## config.mk

```make
export PLATFORM = sky130hd
export DESIGN_NAME = gregorian_date_arithmetic_unit
export DESIGN_NICKNAME = d
export VERILOG_FILES = /design/src/rtl/core/gda_pkg.sv /design/src/rtl/core/gda_ctrl.sv /design/src/rtl/core/gda_datapath.sv /design/src/rtl/core/gregorian_date_arithmetic_unit.sv
export SDC_FILE = /design/constraint.sdc
export NUM_CORES = 1
export LEC_CHECK = 0
export BUFFER_PORTS_ARGS = -buffer_cell sky130_fd_sc_hd__buf_2
export CAP_MARGIN = 20
export CORE_MARGIN = 3
export CORE_UTILIZATION = 44
export CTS_CLUSTER_SIZE = 16
export DETAILED_ROUTE_END_ITERATION = 10
export SLEW_MARGIN = 10
export SYNTH_ARGS = -nofsm -noshare
export SYNTH_HDL_FRONTEND = slang
export SYNTH_SLANG_ARGS = --single-unit
```

## constraint.sdc

```tcl
create_clock -name clk_i -period 12.7 [get_ports clk_i]
set_clock_uncertainty 0.2 [all_clocks]
set_input_delay 2.54 -clock clk_i [delete_from_list [all_inputs] [get_ports clk_i]]
set_output_delay 2.54 -clock clk_i [all_outputs]
set_load 0.02 [all_outputs]
```

## src/rtl/core/gda_pkg.sv

```systemverilog
// Shared types, constants and calendar tables for the Gregorian date arithmetic unit.
// Has no dependencies. It is used by gda_ctrl, gda_datapath and the top level.
package gda_pkg;

  localparam int unsigned YearW   = 14;
  localparam int unsigned MonthW  = 4;
  localparam int unsigned DayW    = 5;
  localparam int unsigned OffsetW = 16;
  localparam int unsigned DistW   = 22;
  // A signed day number holds the range from a full offset before 0001-01-01
  // to a full offset past 9999-12-31.
  localparam int unsigned SerW    = 24;
  localparam int unsigned RemW    = 22;
  localparam int unsigned QuotW   = 7;

  localparam int unsigned YearMax    = 9999;
  localparam int unsigned MonthMax   = 12;
  localparam int unsigned LastSerial = 3652058;
  localparam int unsigned Days400    = 146097;
  localparam int unsigned Days100    = 36524;
  localparam int unsigned Days4      = 1461;
  localparam int unsigned Days1      = 365;
  // floor(y / 100) is (y * Recip100) >> RecipShift for every y below 10000.
  localparam int unsigned Recip100   = 5243;
  localparam int unsigned RecipShift = 19;
  localparam int unsigned ProdW      = 26;

  // Operation codes. The spare code behaves as a compare.
  localparam logic [1:0] FuncAdd = 2'd0;
  localparam logic [1:0] FuncSub = 2'd1;
  localparam logic [1:0] FuncCmp = 2'd2;

  typedef struct packed {
    logic [1:0]         func;
    logic [YearW-1:0]   year;
    logic [MonthW-1:0]  month;
    logic [DayW-1:0]    day;
    logic [OffsetW-1:0] offset;
    logic [YearW-1:0]   other_year;
    logic [MonthW-1:0]  other_month;
    logic [DayW-1:0]    other_day;
  } gda_req_t;

  typedef struct packed {
    logic [YearW-1:0]  out_year;
    logic [MonthW-1:0] out_month;
    logic [DayW-1:0]   out_day;
    logic [DistW-1:0]  day_distance;
    logic              is_greater;
    logic              is_equal;
    logic              date_valid;
    logic              out_of_range;
  } gda_res_t;

  typedef enum logic [3:0] {
    OP_NONE,
    OP_LOAD,
    OP_SER_MUL,
    OP_SER_YEAR,
    OP_SER_SUM,
    OP_ARITH,
    OP_C400,
    OP_C100,
    OP_C4,
    OP_C1,
    OP_CMON
  } gda_op_e;

  typedef struct packed {
    gda_op_e op;
    logic    sel_b;
    logic    publish;
  } gda_cmd_t;

  typedef struct packed {
    logic is_cmp;
    logic step_done;
  } gda_sts_t;

  // Length of a month in a common year.
  function automatic logic [DayW-1:0] month_len(input logic [MonthW-1:0] m);
    logic [DayW-1:0] len;
    case (m)
      4'd1, 4'd3, 4'd5, 4'd7, 4'd8, 4'd10, 4'd12: len = 5'd31;
      4'd4, 4'd6, 4'd9, 4'd11:                   len = 5'd30;
      4'd2:                                      len = 5'd28;
      default:                                   len = 5'd0;
    endcase
    return len;
  endfunction

  // Days in a common year before the first of the given month.
  function automatic logic [8:0] days_before(input logic [MonthW-1:0] m);
    logic [8:0] d;
    case (m)
      4'd1:    d = 9'd0;
      4'd2:    d = 9'd31;
      4'd3:    d = 9'd59;
      4'd4:    d = 9'd90;
      4'd5:    d = 9'd120;
      4'd6:    d = 9'd151;
      4'd7:    d = 9'd181;
      4'd8:    d = 9'd212;
      4'd9:    d = 9'd243;
      4'd10:   d = 9'd273;
      4'd11:   d = 9'd304;
      4'd12:   d = 9'd334;
      default: d = 9'd0;
    endcase
    return d;
  endfunction

endpackage

```

## src/rtl/core/gda_ctrl.sv

```systemverilog
// Sequencing state machine of the Gregorian date arithmetic unit.
// Depends on gda_pkg; drives gda_datapath through command and status structs.
module gda_ctrl import gda_pkg::*; (
  input  logic     clk_i,
  input  logic     rst_ni,
  input  logic     in_valid_i,
  output logic     in_stall_o,
  output logic     out_valid_o,
  input  logic     out_stall_i,
  input  gda_sts_t sts_i,
  output gda_cmd_t cmd_o
);

  typedef enum logic [3:0] {
    S_IDLE,
    S_SER_MUL,
    S_SER_YEAR,
    S_SER_SUM,
    S_ARITH,
    S_C400,
    S_C100,
    S_C4,
    S_C1,
    S_CMON,
    S_FINISH
  } state_e;

  state_e state_q, state_d;
  logic   sel_b_q, sel_b_d;
  logic   out_valid_q, out_valid_d;
  logic   accept;
  logic   publish;

  assign accept  = (state_q == S_IDLE) && in_valid_i;
  assign publish = (state_q == S_FINISH) && (!out_valid_q || !out_stall_i);

  always_comb begin
    cmd_o.sel_b   = sel_b_q;
    cmd_o.publish = publish;
    case (state_q)
      S_IDLE:     cmd_o.op = accept ? OP_LOAD : OP_NONE;
      S_SER_MUL:  cmd_o.op = OP_SER_MUL;
      S_SER_YEAR: cmd_o.op = OP_SER_YEAR;
      S_SER_SUM:  cmd_o.op = OP_SER_SUM;
      S_ARITH:    cmd_o.op = OP_ARITH;
      S_C400:     cmd_o.op = OP_C400;
      S_C100:     cmd_o.op = OP_C100;
      S_C4:       cmd_o.op = OP_C4;
      S_C1:       cmd_o.op = OP_C1;
      S_CMON:     cmd_o.op = OP_CMON;
      default:    cmd_o.op = OP_NONE;
    endcase
  end

  always_comb begin
    state_d     = state_q;
    sel_b_d     = sel_b_q;
    out_valid_d = out_valid_q;
    if (out_valid_q && !out_stall_i) begin
      out_valid_d = 1'b0;
    end
    case (state_q)
      S_IDLE: begin
        if (accept) begin
          state_d = S_SER_MUL;
          sel_b_d = 1'b0;
        end
      end
      S_SER_MUL:  state_d = S_SER_YEAR;
      S_SER_YEAR: state_d = S_SER_SUM;
      S_SER_SUM: begin
        if (!sel_b_q && sts_i.is_cmp) begin
          sel_b_d = 1'b1;
          state_d = S_SER_MUL;
        end else begin
          state_d = S_ARITH;
        end
      end
      S_ARITH: state_d = S_C400;
      S_C400:  if (sts_i.step_done) state_d = S_C100;
      S_C100:  if (sts_i.step_done) state_d = S_C4;
      S_C4:    if (sts_i.step_done) state_d = S_C1;
      S_C1:    if (sts_i.step_done) state_d = S_CMON;
      S_CMON:  if (sts_i.step_done) state_d = S_FINISH;
      S_FINISH: begin
        if (publish) begin
          out_valid_d = 1'b1;
          state_d     = S_IDLE;
        end
      end
      default: state_d = S_IDLE;
    endcase
  end

  always_ff @(posedge clk_i or negedge rst_ni) begin
    if (!rst_ni) begin
      state_q     <= S_IDLE;
      sel_b_q     <= 1'b0;
      out_valid_q <= 1'b0;
    end else begin
      state_q     <= state_d;
      sel_b_q     <= sel_b_d;
      out_valid_q <= out_valid_d;
    end
  end

  assign in_stall_o  = (state_q != S_IDLE);
  assign out_valid_o = out_valid_q;

  // A result is only written into a free or draining output register.
  a_publish_slot_free: assert property (@(posedge clk_i) disable iff (!rst_ni)
    publish |-> (!out_valid_q || !out_stall_i))
    else $error("result published over a waiting result");

  // An accepted request always starts with the first date's day number.
  a_accept_starts: assert property (@(posedge clk_i) disable iff (!rst_ni)
    accept |=> (state_q == S_SER_MUL && !sel_b_q))
    else $error("accepted request did not start the day number pass");

  // A new result appears only straight out of the finishing state.
  a_result_from_finish: assert property (@(posedge clk_i) disable iff (!rst_ni)
    $rose(out_valid_q) |-> $past(state_q) == S_FINISH)
    else $error("result valid raised outside the finishing state");

endmodule

```

## src/rtl/core/gda_datapath.sv

```systemverilog
// Datapath of the Gregorian date arithmetic unit: day numbers, offset arithmetic,
// and the stepwise conversion back to a date. Depends on gda_pkg.
module gda_datapath import gda_pkg::*; (
  input  logic     clk_i,
  input  logic     rst_ni,
  input  gda_req_t req_i,
  input  gda_cmd_t cmd_i,
  output gda_sts_t sts_o,
  output gda_res_t res_o
);

  gda_req_t              req_q;
  logic [YearW-1:0]      yc_q;
  logic [MonthW-1:0]     mc_q;
  logic [DayW-1:0]       dy_q;
  logic [QuotW-1:0]      q_q;
  logic [RemW-1:0]       sy_q;
  logic                  leap_q;
  logic signed [SerW-1:0] sa_q, sb_q;
  logic                  valid_q;
  logic [RemW-1:0]       r_q;
  logic                  sat_q;
  logic [DistW-1:0]      dist_q;
  logic                  gt_q, eq_q;
  logic [YearW-1:0]      year_q;
  logic [1:0]            n100_q;
  logic [4:0]            n4_q;
  logic [1:0]            n1_q;
  logic [MonthW-1:0]     mm_q;
  gda_res_t              res_q;

  // Operand selection and clamping for the day number pass.
  logic [YearW-1:0]  ysel, yc;
  logic [MonthW-1:0] msel, mc;
  logic [ProdW-1:0]  prod;

  always_comb begin
    ysel = cmd_i.sel_b ? req_q.other_year  : req_q.year;
    msel = cmd_i.sel_b ? req_q.other_month : req_q.month;
    if (ysel == '0) begin
      yc = YearW'(1);
    end else if (ysel > YearW'(YearMax)) begin
      yc = YearW'(YearMax);
    end else begin
      yc = ysel;
    end
    if (msel == '0) begin
      mc = MonthW'(1);
    end else if (msel > MonthW'(MonthMax)) begin
      mc = MonthW'(MonthMax);
    end else begin
      mc = msel;
    end
    prod = ProdW'(yc) * ProdW'(Recip100);
  end

  // Year part of the day number: 365 p + p/4 - p/100 + p/400, p = year - 1.
  logic [YearW-1:0] rem100, p;
  logic             century, leap_y;
  logic [QuotW-1:0] p100;
  logic [4:0]       p400;
  logic [RemW-1:0]  sy;

  always_comb begin
    rem100  = yc_q - YearW'(q_q) * YearW'(100);
    century = (rem100 == '0);
    leap_y  = (yc_q[1:0] == 2'b00) && (!century || q_q[1:0] == 2'b00);
    p       = yc_q - YearW'(1);
    p100    = q_q - QuotW'(century);
    p400    = 5'(q_q >> 2) - 5'(century && q_q[1:0] == 2'b00);
    sy      = RemW'(p) * RemW'(Days1) + RemW'(p >> 2) - RemW'(p100) + RemW'(p400);
  end

  // Month and day part, and the check of the first date.
  logic [DayW-1:0]        dim_s;
  logic [SerW-1:0]        s_sum;
  logic                   raw_ok;

  always_comb begin
    dim_s  = month_len(mc_q) + DayW'(mc_q == 4'd2 && leap_q);
    s_sum  = SerW'(sy_q) + SerW'(days_before(mc_q)) + SerW'(leap_q && mc_q > 4'd2)
           + SerW'(dy_q) - SerW'(1);
    raw_ok = (req_q.year != '0) && (req_q.year <= YearW'(YearMax))
          && (req_q.month != '0) && (req_q.month <= MonthW'(MonthMax))
          && (req_q.day != '0) && (req_q.day <= dim_s);
  end

  // Offset arithmetic, saturation and compare.
  logic signed [SerW-1:0] r_ext, diff;
  logic                   is_cmp;

  always_comb begin
    is_cmp = req_q.func[1];
    if (req_q.func == FuncAdd) begin
      r_ext = sa_q + $signed(SerW'(req_q.offset));
    end else if (req_q.func == FuncSub) begin
      r_ext = sa_q - $signed(SerW'(req_q.offset));
    end else begin
      r_ext = sa_q;
    end
    diff = sa_q - sb_q;
  end

  // Conversion back to a date: leap year of the current year and month length.
  logic            leap_c;
  logic [DayW-1:0] dim_c;

  always_comb begin
    leap_c = (n1_q == 2'd3) && (n4_q != 5'd24 || n100_q == 2'd3);
    dim_c  = month_len(mm_q) + DayW'(mm_q == 4'd2 && leap_c);
  end

  always_comb begin
    sts_o.is_cmp = is_cmp;
    case (cmd_i.op)
      OP_C400: sts_o.step_done = (r_q < RemW'(Days400));
      OP_C100: sts_o.step_done = (r_q < RemW'(Days100)) || (n100_q == 2'd3);
      OP_C4:   sts_o.step_done = (r_q < RemW'(Days4));
      OP_C1:   sts_o.step_done = (r_q < RemW'(Days1)) || (n1_q == 2'd3);
      OP_CMON: sts_o.step_done = (mm_q == MonthW'(MonthMax)) || (r_q < RemW'(dim_c));
      default: sts_o.step_done = 1'b1;
    endcase
  end

  always_ff @(posedge clk_i) begin
    case (cmd_i.op)
      OP_LOAD: begin
        req_q <= req_i;
      end
      OP_SER_MUL: begin
        yc_q <= yc;
        mc_q <= mc;
        dy_q <= cmd_i.sel_b ? req_q.other_day : req_q.day;
        q_q  <= prod[RecipShift +: QuotW];
      end
      OP_SER_YEAR: begin
        sy_q   <= sy;
        leap_q <= leap_y;
      end
      OP_SER_SUM: begin
        if (cmd_i.sel_b) begin
          sb_q <= $signed(s_sum);
        end else begin
          sa_q    <= $signed(s_sum);
          valid_q <= raw_ok;
        end
      end
      OP_ARITH: begin
        if (r_ext < 0) begin
          r_q   <= '0;
          sat_q <= 1'b1;
        end else if (r_ext > $signed(SerW'(LastSerial))) begin
          r_q   <= RemW'(LastSerial);
          sat_q <= 1'b1;
        end else begin
          r_q   <= RemW'(r_ext);
          sat_q <= 1'b0;
        end
        gt_q   <= is_cmp && (diff > 0);
        eq_q   <= is_cmp && (diff == 0);
        dist_q <= !is_cmp ? '0 : (diff < 0 ? DistW'(-diff) : DistW'(diff));
        year_q <= YearW'(1);
        n100_q <= '0;
        n4_q   <= '0;
        n1_q   <= '0;
        mm_q   <= MonthW'(1);
      end
      OP_C400: begin
        if (r_q >= RemW'(Days400)) begin
          r_q    <= r_q - RemW'(Days400);
          year_q <= year_q + YearW'(400);
        end
      end
      OP_C100: begin
        if (r_q >= RemW'(Days100) && n100_q != 2'd3) begin
          r_q    <= r_q - RemW'(Days100);
          year_q <= year_q + YearW'(100);
          n100_q <= n100_q + 2'd1;
        end
      end
      OP_C4: begin
        if (r_q >= RemW'(Days4)) begin
          r_q    <= r_q - RemW'(Days4);
          year_q <= year_q + YearW'(4);
          n4_q   <= n4_q + 5'd1;
        end
      end
      OP_C1: begin
        if (r_q >= RemW'(Days1) && n1_q != 2'd3) begin
          r_q    <= r_q - RemW'(Days1);
          year_q <= year_q + YearW'(1);
          n1_q   <= n1_q + 2'd1;
        end
      end
      OP_CMON: begin
        if (mm_q != MonthW'(MonthMax) && r_q >= RemW'(dim_c)) begin
          r_q  <= r_q - RemW'(dim_c);
          mm_q <= mm_q + MonthW'(1);
        end
      end
      default: begin
      end
    endcase

    if (cmd_i.publish) begin
      res_q.out_year     <= year_q;
      res_q.out_month    <= mm_q;
      res_q.out_day      <= r_q[DayW-1:0] + DayW'(1);
      res_q.day_distance <= dist_q;
      res_q.is_greater   <= gt_q;
      res_q.is_equal     <= eq_q;
      res_q.date_valid   <= valid_q;
      res_q.out_of_range <= sat_q;
    end
  end

  assign res_o = res_q;

  // What remains of the day count must fit in one month when a result is written.
  a_day_fits: assert property (@(posedge clk_i) disable iff (!rst_ni)
    cmd_i.publish |-> (r_q < RemW'(31)) && (mm_q != '0) && (mm_q <= MonthW'(MonthMax)))
    else $error("day count left over after the month walk");

  // The year built up by the conversion stays inside the calendar range.
  a_year_in_range: assert property (@(posedge clk_i) disable iff (!rst_ni)
    cmd_i.publish |-> (year_q != '0) && (year_q <= YearW'(YearMax)))
    else $error("converted year out of range");

endmodule

```

## src/rtl/core/gregorian_date_arithmetic_unit.sv

```systemverilog
// Top level of the Gregorian date arithmetic unit.
// Depends on gda_pkg, gda_ctrl and gda_datapath.
//
//   Channel  Direction  Handshake                 Carries
//   in       input      in_valid_i / in_stall_o   gda_req_t: operation, two dates, offset
//   out      output     out_valid_o / out_stall_i gda_res_t: date, distance, flags
//
// One request is worked on at a time. A compare also runs the day number pass for
// the second date. The time from acceptance to result depends on the conversion
// back to a date, which steps through 400-year, 100-year, 4-year and 1-year
// periods and then months, one subtraction a cycle. Reset is asynchronous and
// active low and clears the controller only. A result waits in the output register
// while the output is stalled; the next request is accepted and worked on
// meanwhile, and is held back only when the output register is still full at
// the end of it.
module gregorian_date_arithmetic_unit import gda_pkg::*; (
  input  logic     clk_i,
  input  logic     rst_ni,
  input  logic     in_valid_i,
  output logic     in_stall_o,
  input  gda_req_t in_req_i,
  output logic     out_valid_o,
  input  logic     out_stall_i,
  output gda_res_t out_res_o
);

  // The controller sequences the datapath through its passes; the datapath reports
  // whether the request is a compare and whether the current conversion step is done.
  gda_cmd_t cmd;
  gda_sts_t sts;

  gda_ctrl u_ctrl (
    .clk_i       (clk_i),
    .rst_ni      (rst_ni),
    .in_valid_i  (in_valid_i),
    .in_stall_o  (in_stall_o),
    .out_valid_o (out_valid_o),
    .out_stall_i (out_stall_i),
    .sts_i       (sts),
    .cmd_o       (cmd)
  );

  // The datapath holds the captured request, the day numbers of both dates, the
  // conversion counters and the output register.
  gda_datapath u_datapath (
    .clk_i  (clk_i),
    .rst_ni (rst_ni),
    .req_i  (in_req_i),
    .cmd_i  (cmd),
    .sts_o  (sts),
    .res_o  (out_res_o)
  );

endmodule
```

==> results of run 1 <==
## flip-flops by register name, indices dropped and copies added (netlist names), 5 cells and up, named ones only
name and count:
u_datapath.req_q 63, u_datapath.res_o 49, u_datapath.sa_q 24, u_datapath.sb_q 24
u_datapath.dist_q 22, u_datapath.r_q 22, u_datapath.sy_q 22, u_datapath.yc_q 14
u_datapath.year_q 14, u_datapath.q_q 7, u_datapath.dy_q 5, u_datapath.n4_q 5
## Yosys cell counts (63+ instances only)
library cell	count
sky130_fd_sc_hd__nor2_1	181
sky130_fd_sc_hd__nor3_1	84
sky130_fd_sc_hd__fa_1	147
sky130_fd_sc_hd__inv_1	413
sky130_fd_sc_hd__o21ai_0	137
sky130_fd_sc_hd__edfxtp_1	289
sky130_fd_sc_hd__nand2_1	173
sky130_fd_sc_hd__clkbuf_1	63
sky130_fd_sc_hd__xnor2_1	98
sky130_fd_sc_hd__a21oi_1	141
sky130_fd_sc_hd__ha_1	347
## worst paths after layout
kind / start / to / slack [ns] / cells after the start
max: u_datapath.q_q[2]$_DFFE_PN_ / u_datapath.sy_q[18]$_DFFE_PN_ / 2.89 / 41
min: u_datapath.dist_q[3]$_SDFFCE_PN0P_ / u_datapath.res_o[7]$_DFFE_PP_ / 0.22 / 0
max reg2reg: u_datapath.q_q[2]$_DFFE_PN_ / u_datapath.sy_q[18]$_DFFE_PN_ / 2.89 / 41
min reg2reg: u_datapath.dist_q[3]$_SDFFCE_PN0P_ / u_datapath.res_o[7]$_DFFE_PP_ / 0.22 / 0
max in group asynchronous: rst_ni / u_ctrl.state_q[0]$_DFFE_PN0P_ / 10.54 / 1
min in group asynchronous: rst_ni / u_ctrl.out_valid_o$_DFF_PN0_ / 1.60 / 1
## cells by family after synthesis
family                   after synthesis
AND/OR/NAND/NOR                      768
AO/OA/AOI/OAI                        658
buffers and inverters                495
adder cells (fa/ha/maj)              494
flip-flops                           298
XOR/XNOR                             159
multiplexers                          47
## per-stage QoR
stage / hold slack [ns] / worst slack (ns) / cells / utilization (%) / instance area (um^2)
floorplan: 0.200 / 3.86 / 2919 / - / 28300
global placement: 0.208 / 3.09 / 3820 / 47.0 / 29800
detailed placement: 0.205 / 2.88 / 3821 / 47.0 / 29800
CTS: 0.218 / 2.86 / 3886 / 48.9 / 30900
global route: 0.221 / 2.13 / 3887 / 48.9 / 31000
finish: 0.217 / 2.89 / 3887 / 48.9 / 31000
## area by class of cell
type,instances,share of cell area [%]
clock inverters,21,0.691
inverters,415,5.03
flip-flops and latches,298,28.7
multi-input cells,2126,56.6
clock buffers,44,3.14
well taps,846,3.42
repair buffers,137,2.37
## placed cells by master, fill, tap and decap left out, drive strengths merged, types with 15 or more instances in the layout
cell    Yosys  final
nand4      17     17
clkbuf     64     44
inv       414    416
nor3       87     87
mux2       21     21
nor4       21     21
nand3      61     61
o21bai     24     24
nor2      181    181
o22ai      24     24
ha        347    347
buf        16    137
or3        40     40
and2       36     36
mux2i      26     26
a31oi      23     23
a21o       40     40
xnor2      98     98
fa        147    147
or4        15     15
o21a       35     35
nand2b     20     20
and3       38     38
nand2     173    173
o211ai     32     32
xor2       61     61
a21oi     142    142
edfxtp    289    289
o31ai      28     28
a22oi      15     15
nor2b      38     38
a211oi     16     16
o21ai     141    141
clkinv      1     17
## per-layer routing
layer / GRT usage, % / vias to the layer above
li1: - / 10600
met1: 30.5 / 10500
met2: 35.4 / 658
met3: 3.19 / 116
met4: 5.93 / 0
met5: 0 / -
==> results.md, run 1 <==
CTS:
- The clock tree from TritonCTS is built.
- The clock net in this run drives a total of 298 sinks.
- The number of CTS-inserted buffers is 36.
- The clock latency at the later pin of the worst-skew pair is 0.59 ns.
- The clock passes through at most 3 buffers.
- The number of hold buffers added after cts is 0.
- Gates resized during post-CTS repair numbered 0.
- The clock transition at the registers of the reported paths is 0.06 ns.
- The buffer count from post-CTS setup fixing is 0.
- The H-tree was split into 2 levels.
- The tree is rooted in a sky130_fd_sc_hd__clkbuf_16.

STA:
- Setup repair after global routing left no endpoint under its margin.
- In the final timing run, aggregate negative setup slack is 0 ns.
- After layout, the minimum clock period comes to 9.81 ns.
- The achievable frequency is 102 MHz.
- The final count of pins violating max slew is 0.
- The total count of hold-check failures in the final report is 0.
- The setup-violating endpoint count in the final report is 0.
- At the pin with the least slew margin, the transition time is 1.01 ns.
- Of the available clock period, the critical path in the final layout requires 77.2%.
- The worst slew slack as a fraction of its limit is 32.8%.

Placed design:
- Port buffering added 118 buffers.
- The routability congestion estimate from global placement is 0.896.
- The detailed placement HPWL is 57800 um.

Floorplanning:
- The die covers 67300 um^2.
- Once the floorplan was initialized, standard cells occupied 44.6% of the core.
- In this run the core area contains 92 standard-cell rows.
- The total I/O pin count is 119.
- The horizontal die dimension is 259 um.
- In this run the standard cell core region covers 63300 um^2.
- The height of the die is 259 um.

Synthesis:
- The synthesized design contains 289 enable-type register cells.
- After Yosys synthesis, and, or, nand and nor cells account for 13.7% of the synthesized area.
- The synthesized netlist devotes 4.93% of its cell area to XOR and XNOR gates.
- Dividing the synthesized area by the synthesized cell count gives 9.68 um^2.
- The post-synthesis async set-or-reset flop share is 2.01%.
- The synthesized instance count is 2919.
- In the post-synthesis netlist, the biggest area contributors are sky130_fd_sc_hd__edfxtp_1 (31%), sky130_fd_sc_hd__ha_1 (15%), sky130_fd_sc_hd__fa_1 (10%).
- Summed over all instances, the cell type with the most area after synthesis is sky130_fd_sc_hd__edfxtp_1.
- The synthesized netlist devotes 15.8% of its cell area to compound gates.
- The summed instance area of the synthesized netlist is 28300 um^2.
- Sequential cells were found to cover 31.5% of the synthesized design area.
- During synthesis, Yosys emitted a total of 0 warnings.
- The proportion of netlist area held by the largest area contributor is 30.7%.
- Synthesis inferred 298 register bits.
- The adder and majority gate portion of the synthesized area is 25.8%.
- The count of unique library cells instantiated by Yosys is 95.
- Multiplexer cells account for 1.76% of the synthesized area.
- After synthesis, the largest family of logic cells by area is adder cells.
- The commonest register cell after synthesis is sky130_fd_sc_hd__edfxtp_1.
- When the netlist entered floorplanning its net count stood at 3481.

Routing:
- The routed layout has 21900 vias.
- In the final routing, the length of wire on met1 measures 33500 um.
- In the final routed layout, each cell accounts on average for 18.8 um.
- In the detailed route, the total length drawn on met2 is 33600 um.
- The detailed-routing iteration count for the pre-antenna-repair pass is 7.
- The detailed-routed wire length on met3 is 4280 um.
- For this run, design rule violations remaining after detail routing come to 0.
- The number of vias per cell after detailed routing is 5.64.
- The first-iteration detailed-routing DRC count is 1544.
- The routed wire length is 73200 um.
- The number of nets still failing antenna checks after routing is 0.
- The highest layer touched by signal routing is met4.

Final layout:
- The share of final-layout standard cells stronger than drive strength 1 is 8.98%.
- The area taken by flip-flops and latches is 8890 um^2.
- The signed area change from the synthesized netlist to the final layout is 9.56%.
- The number of filler cells placed in the layout is 5936.
- Summing all multi-input logic gate instances after layout gives 17500 um^2.
- The number of antenna diodes in the final layout is 0.
- The net count of the finished layout is 3576.

Global routing:
- Global routing used 21.8% of the available tracks across all layers.
- The wire length of the first global-routing pass is 118000 um.
- The via count of the first global-routing pass was 21900.
- The pin count of the biggest net entering global routing is 66.
- For this run the aggregate overflow at the end of global routing stands at 0.
- The initial antenna violation count is 0.

Worst setup path:
- Broken down by cell family, the worst path's largest delay share belongs to adder cells.
- The number of buffers and inverters on the critical path is 6.
- The most frequent cell on the critical path is sky130_fd_sc_hd__ha_1.
- The worst setup path is launched from a flip-flop.
- The delay of the slowest cell on the worst path is 0.53 ns.
- The critical path capture point type is a flip-flop.
- The worst path required time is 12.82 ns.
- The type of the setup path with the least slack is reg -> reg.
- The largest driver fanout on the critical path is 5.
- For the worst setup path, the data arrival time is 9.93 ns.
- The slowest stage of the critical path belongs to the cell sky130_fd_sc_hd__fa_1.

Worst hold path:
- The worst min-delay path category is reg -> reg.

Run status:
- The flow ran to the end, and the final reports show no timing, DRC or antenna violations.

Job:
- The count of maximum capacitance violations is 0.
Power of run 1 is left out: the tool's default activity adds up to more than one toggle a clock period on the data nets, which glitch-free logic cannot reach.
==> inputs of run 2 (changes only) <==
Clock period 12.7 ns to 9.8 ns, I/O delays scaled along.
==> run 2 against run 1 <==
  * Non-clock buffer count grew 13
  * Hold slack got worse by 0.0020 ns
  * Worst setup slack got worse by 2.4 ns
  * Flip-flop and latch count did not move
  * Critical path depth shrank 2
  * Clock-buffer cell count grew 1
  * Final cell count grew 0.36%
  * Register-to-register slack worse by 2.4 ns
  * Utilization is 0.24 points higher
  * Wire length fell by 0.21%
  * First-iteration DRC count down 5.2%
  * Design area is 0.49% higher
==> results.md, run 2 (synthesized netlist as in run 1, its figures left out) <==
Worst setup path:
- The worst path required time came to 9.89 ns (was 12.82 ns).
- The largest driver fanout on the critical path is 5 (unchanged).
- The number of buffers and inverters on the critical path is 4 (was 6).
- The standard cell with the maximum stage delay on the critical path is sky130_fd_sc_hd__fa_1 (unchanged).
- The startpoint kind of the worst setup timing path was a flip-flop (unchanged).
- The delay of the slowest cell on the worst path came to 0.58 ns (was 0.53 ns).
- The most frequent cell on the critical path is sky130_fd_sc_hd__ha_1 (unchanged).
- The cell family contributing the most delay on the critical path is adder cells (unchanged).
- The type of the setup path with the least slack was reg -> reg (unchanged).
- The signal arrival time at the worst endpoint is 9.41 ns (was 9.93 ns).
- The critical path capture point type is a flip-flop (unchanged).

CTS:
- The number of buffers on the longest clock path is 3 (unchanged).
- The maximum level of the CTS H-tree came to 2 (unchanged).
- The number of clock sinks seen by CTS is 298 (unchanged).
- The buffer type at the clock tree root is sky130_fd_sc_hd__clkbuf_16 (unchanged).
- The clock transition at the registers of the reported paths is 0.06 ns (about the same).
- The clock latency at the later pin of the worst-skew pair is 0.56 ns (was 0.59 ns).
- The clock tree from TritonCTS is built (unchanged).
- The number of CTS-inserted buffers is 37 (was 36).

Routing:
- The residual DRC count came to 0 (unchanged).
- The detailed-routing iteration count for the pre-antenna-repair pass was 5 (was 7).
- The number of nets still failing antenna checks after routing is 0 (unchanged).
- The number of vias per cell after detailed routing is 5.62 (was 5.64).
- The first-iteration detailed-routing DRC count came to 1464 (was 1544).
- The detailed-route wire length per cell is 18.7 um (was 18.8 um).
- The total via count in the routed design came to 21900 (about the same).
- The routed wire length came to 73100 um (was 73200 um).

Global routing:
- The sum of overflow across all layers after global routing is 0 (unchanged).
- The via count of the first global-routing pass was 21500 (was 21900).
- The total track usage is 21.6% (was 21.8%).
- The initial antenna violation count came to 0 (unchanged).
- The pin count of the biggest net entering global routing is 66 (unchanged).
- The wire length of the first global-routing pass is 116000 um (was 118000 um).

Placed design:
- The worst setup slack after placement is 0.126 ns (was 2.88 ns).
- The routability congestion estimate from global placement was 0.906 (was 0.896).
- The count of buffers inserted at the top-level ports is 118 (unchanged).
- The detailed placement HPWL came to 57900 um (was 57800 um).

Worst hold path:
- The worst min-delay path category is reg -> reg (unchanged).

Final layout:
- The net count reported at finish came to 3590 (was 3576).
- The register containing the most flip-flops in the final layout is u_datapath.req_q (unchanged).
- The signed area change from the synthesized netlist to the final layout is 10.1% (was 9.56%).
- The number of filler cells placed in the layout was 5849 (was 5936).
- The flip-flop count of the largest register, all copies and words added is 63 (unchanged).
- Most used cells in the layout excluding fill and tap cells: sky130_fd_sc_hd__inv_1 (411), sky130_fd_sc_hd__ha_1 (346), sky130_fd_sc_hd__edfxtp_1 (289), sky130_fd_sc_hd__nor2_1 (177), sky130_fd_sc_hd__nand2_1 (173) (was sky130_fd_sc_hd__inv_1 (413), sky130_fd_sc_hd__ha_1 (347), sky130_fd_sc_hd__edfxtp_1 (289), sky130_fd_sc_hd__nor2_1 (177), sky130_fd_sc_hd__nand2_1 (173)).
- The most common library cell in the layout ignoring fill and taps is sky130_fd_sc_hd__inv_1 (unchanged).
- The share of final-layout standard cells stronger than drive strength 1 is 9.75% (was 8.98%).
- The antenna cell count is 0 (unchanged).

STA:
- The setup-violating endpoint count in the final report is 0 (unchanged).
- The clock period minus worst slack was 9.32 ns (was 9.81 ns).
- The worst setup slack after layout is 0.480 ns (was 2.89 ns).
- The final count of pins violating max slew is 0 (unchanged).
- The total count of hold-check failures in the final report is 0 (unchanged).
- The worst slew slack as a fraction of its limit came to 32.0% (was 32.8%).
- The final period utilization is 95.1% (was 77.2%).
- The transition time of the tightest slew-check pin is 1.02 ns (was 1.01 ns).
- The achievable frequency is 107 MHz (was 102 MHz).

Job:
- The count of maximum capacitance violations is 0 (unchanged).

Floorplanning:
- The total I/O pin count came to 119 (unchanged).
- The height of the die was 259 um (unchanged).
- The starting utilization of the core area is 44.6% (unchanged).
- The number of standard-cell rows in the floorplan is 92 (unchanged).
- The horizontal die dimension is 259 um (unchanged).
- The full die area came to 67300 um^2 (unchanged).
- The core outline area was 63300 um^2 (unchanged).

Run status:
- Status: finished, final reports clean (unchanged).
==> run 2: worst paths after layout <==
kind	start	to	slack, ns	cells past startpoint
max reg2reg	u_datapath.q_q[3]$_DFFE_PN_	u_datapath.sy_q[20]$_DFFE_PN_	0.48	39
min in group asynchronous	rst_ni	u_ctrl.out_valid_o$_DFF_PN0_	1.03	1
max in group asynchronous	rst_ni	u_ctrl.sel_b_q$_DFFE_PN0P_	8.20	1
min	u_datapath.dist_q[16]$_SDFFCE_PN0P_	u_datapath.res_o[20]$_DFFE_PP_	0.22	0
max	u_datapath.q_q[3]$_DFFE_PN_	u_datapath.sy_q[20]$_DFFE_PN_	0.48	39
min reg2reg	u_datapath.dist_q[16]$_SDFFCE_PN0P_	u_datapath.res_o[20]$_DFFE_PP_	0.22	0
==> run 2: what timing repair did <==
item | in CTS | in global routing
hold buffers | 0 | 0
endpoints found under the hold margin | 0 | 0
endpoints found under the setup margin | 0 | 4
resized for setup | 0 | 11
setup buffers | 0 | 10
==> run 2: layer usage <==
metal	vias to the layer above	share of wire, %	track usage, %
met5	-	0	0
met4	0	3.0	6.57
met3	130	6.1	3.43
met2	673	46	34.8
met1	10500	45	30.0
li1	10600	-	-
==> run 2: metrics by stage <==
stage	utilization [%]	area (um^2)	hold WS [ns]	TNS [ns]	cells
final	49.1	31100	0.215	0	3901
after floorplan	-	28300	0.200	0	2919
after global routing	49.1	31100	0.230	-0.0682	3901
after CTS	48.9	31000	0.218	0	3890
after detailed placement	47.0	29800	0.205	0	3824
after global placement	47.0	29800	0.206	0	3824
==> run 2: layout make-up <==
cell class                 instances  area [um^2]  share of cell area (%)
multi-input combinational       2126        17600                    56.5
sequential                       298         8890                    28.6
inverter                         415         1560                    5.01
tap                              846         1060                    3.40
clock buffer                      45          966                    3.10
timing repair buffer             150          835                    2.68
clock inverter                    21          213                   0.684
Power of run 2 is left out for the same reason.
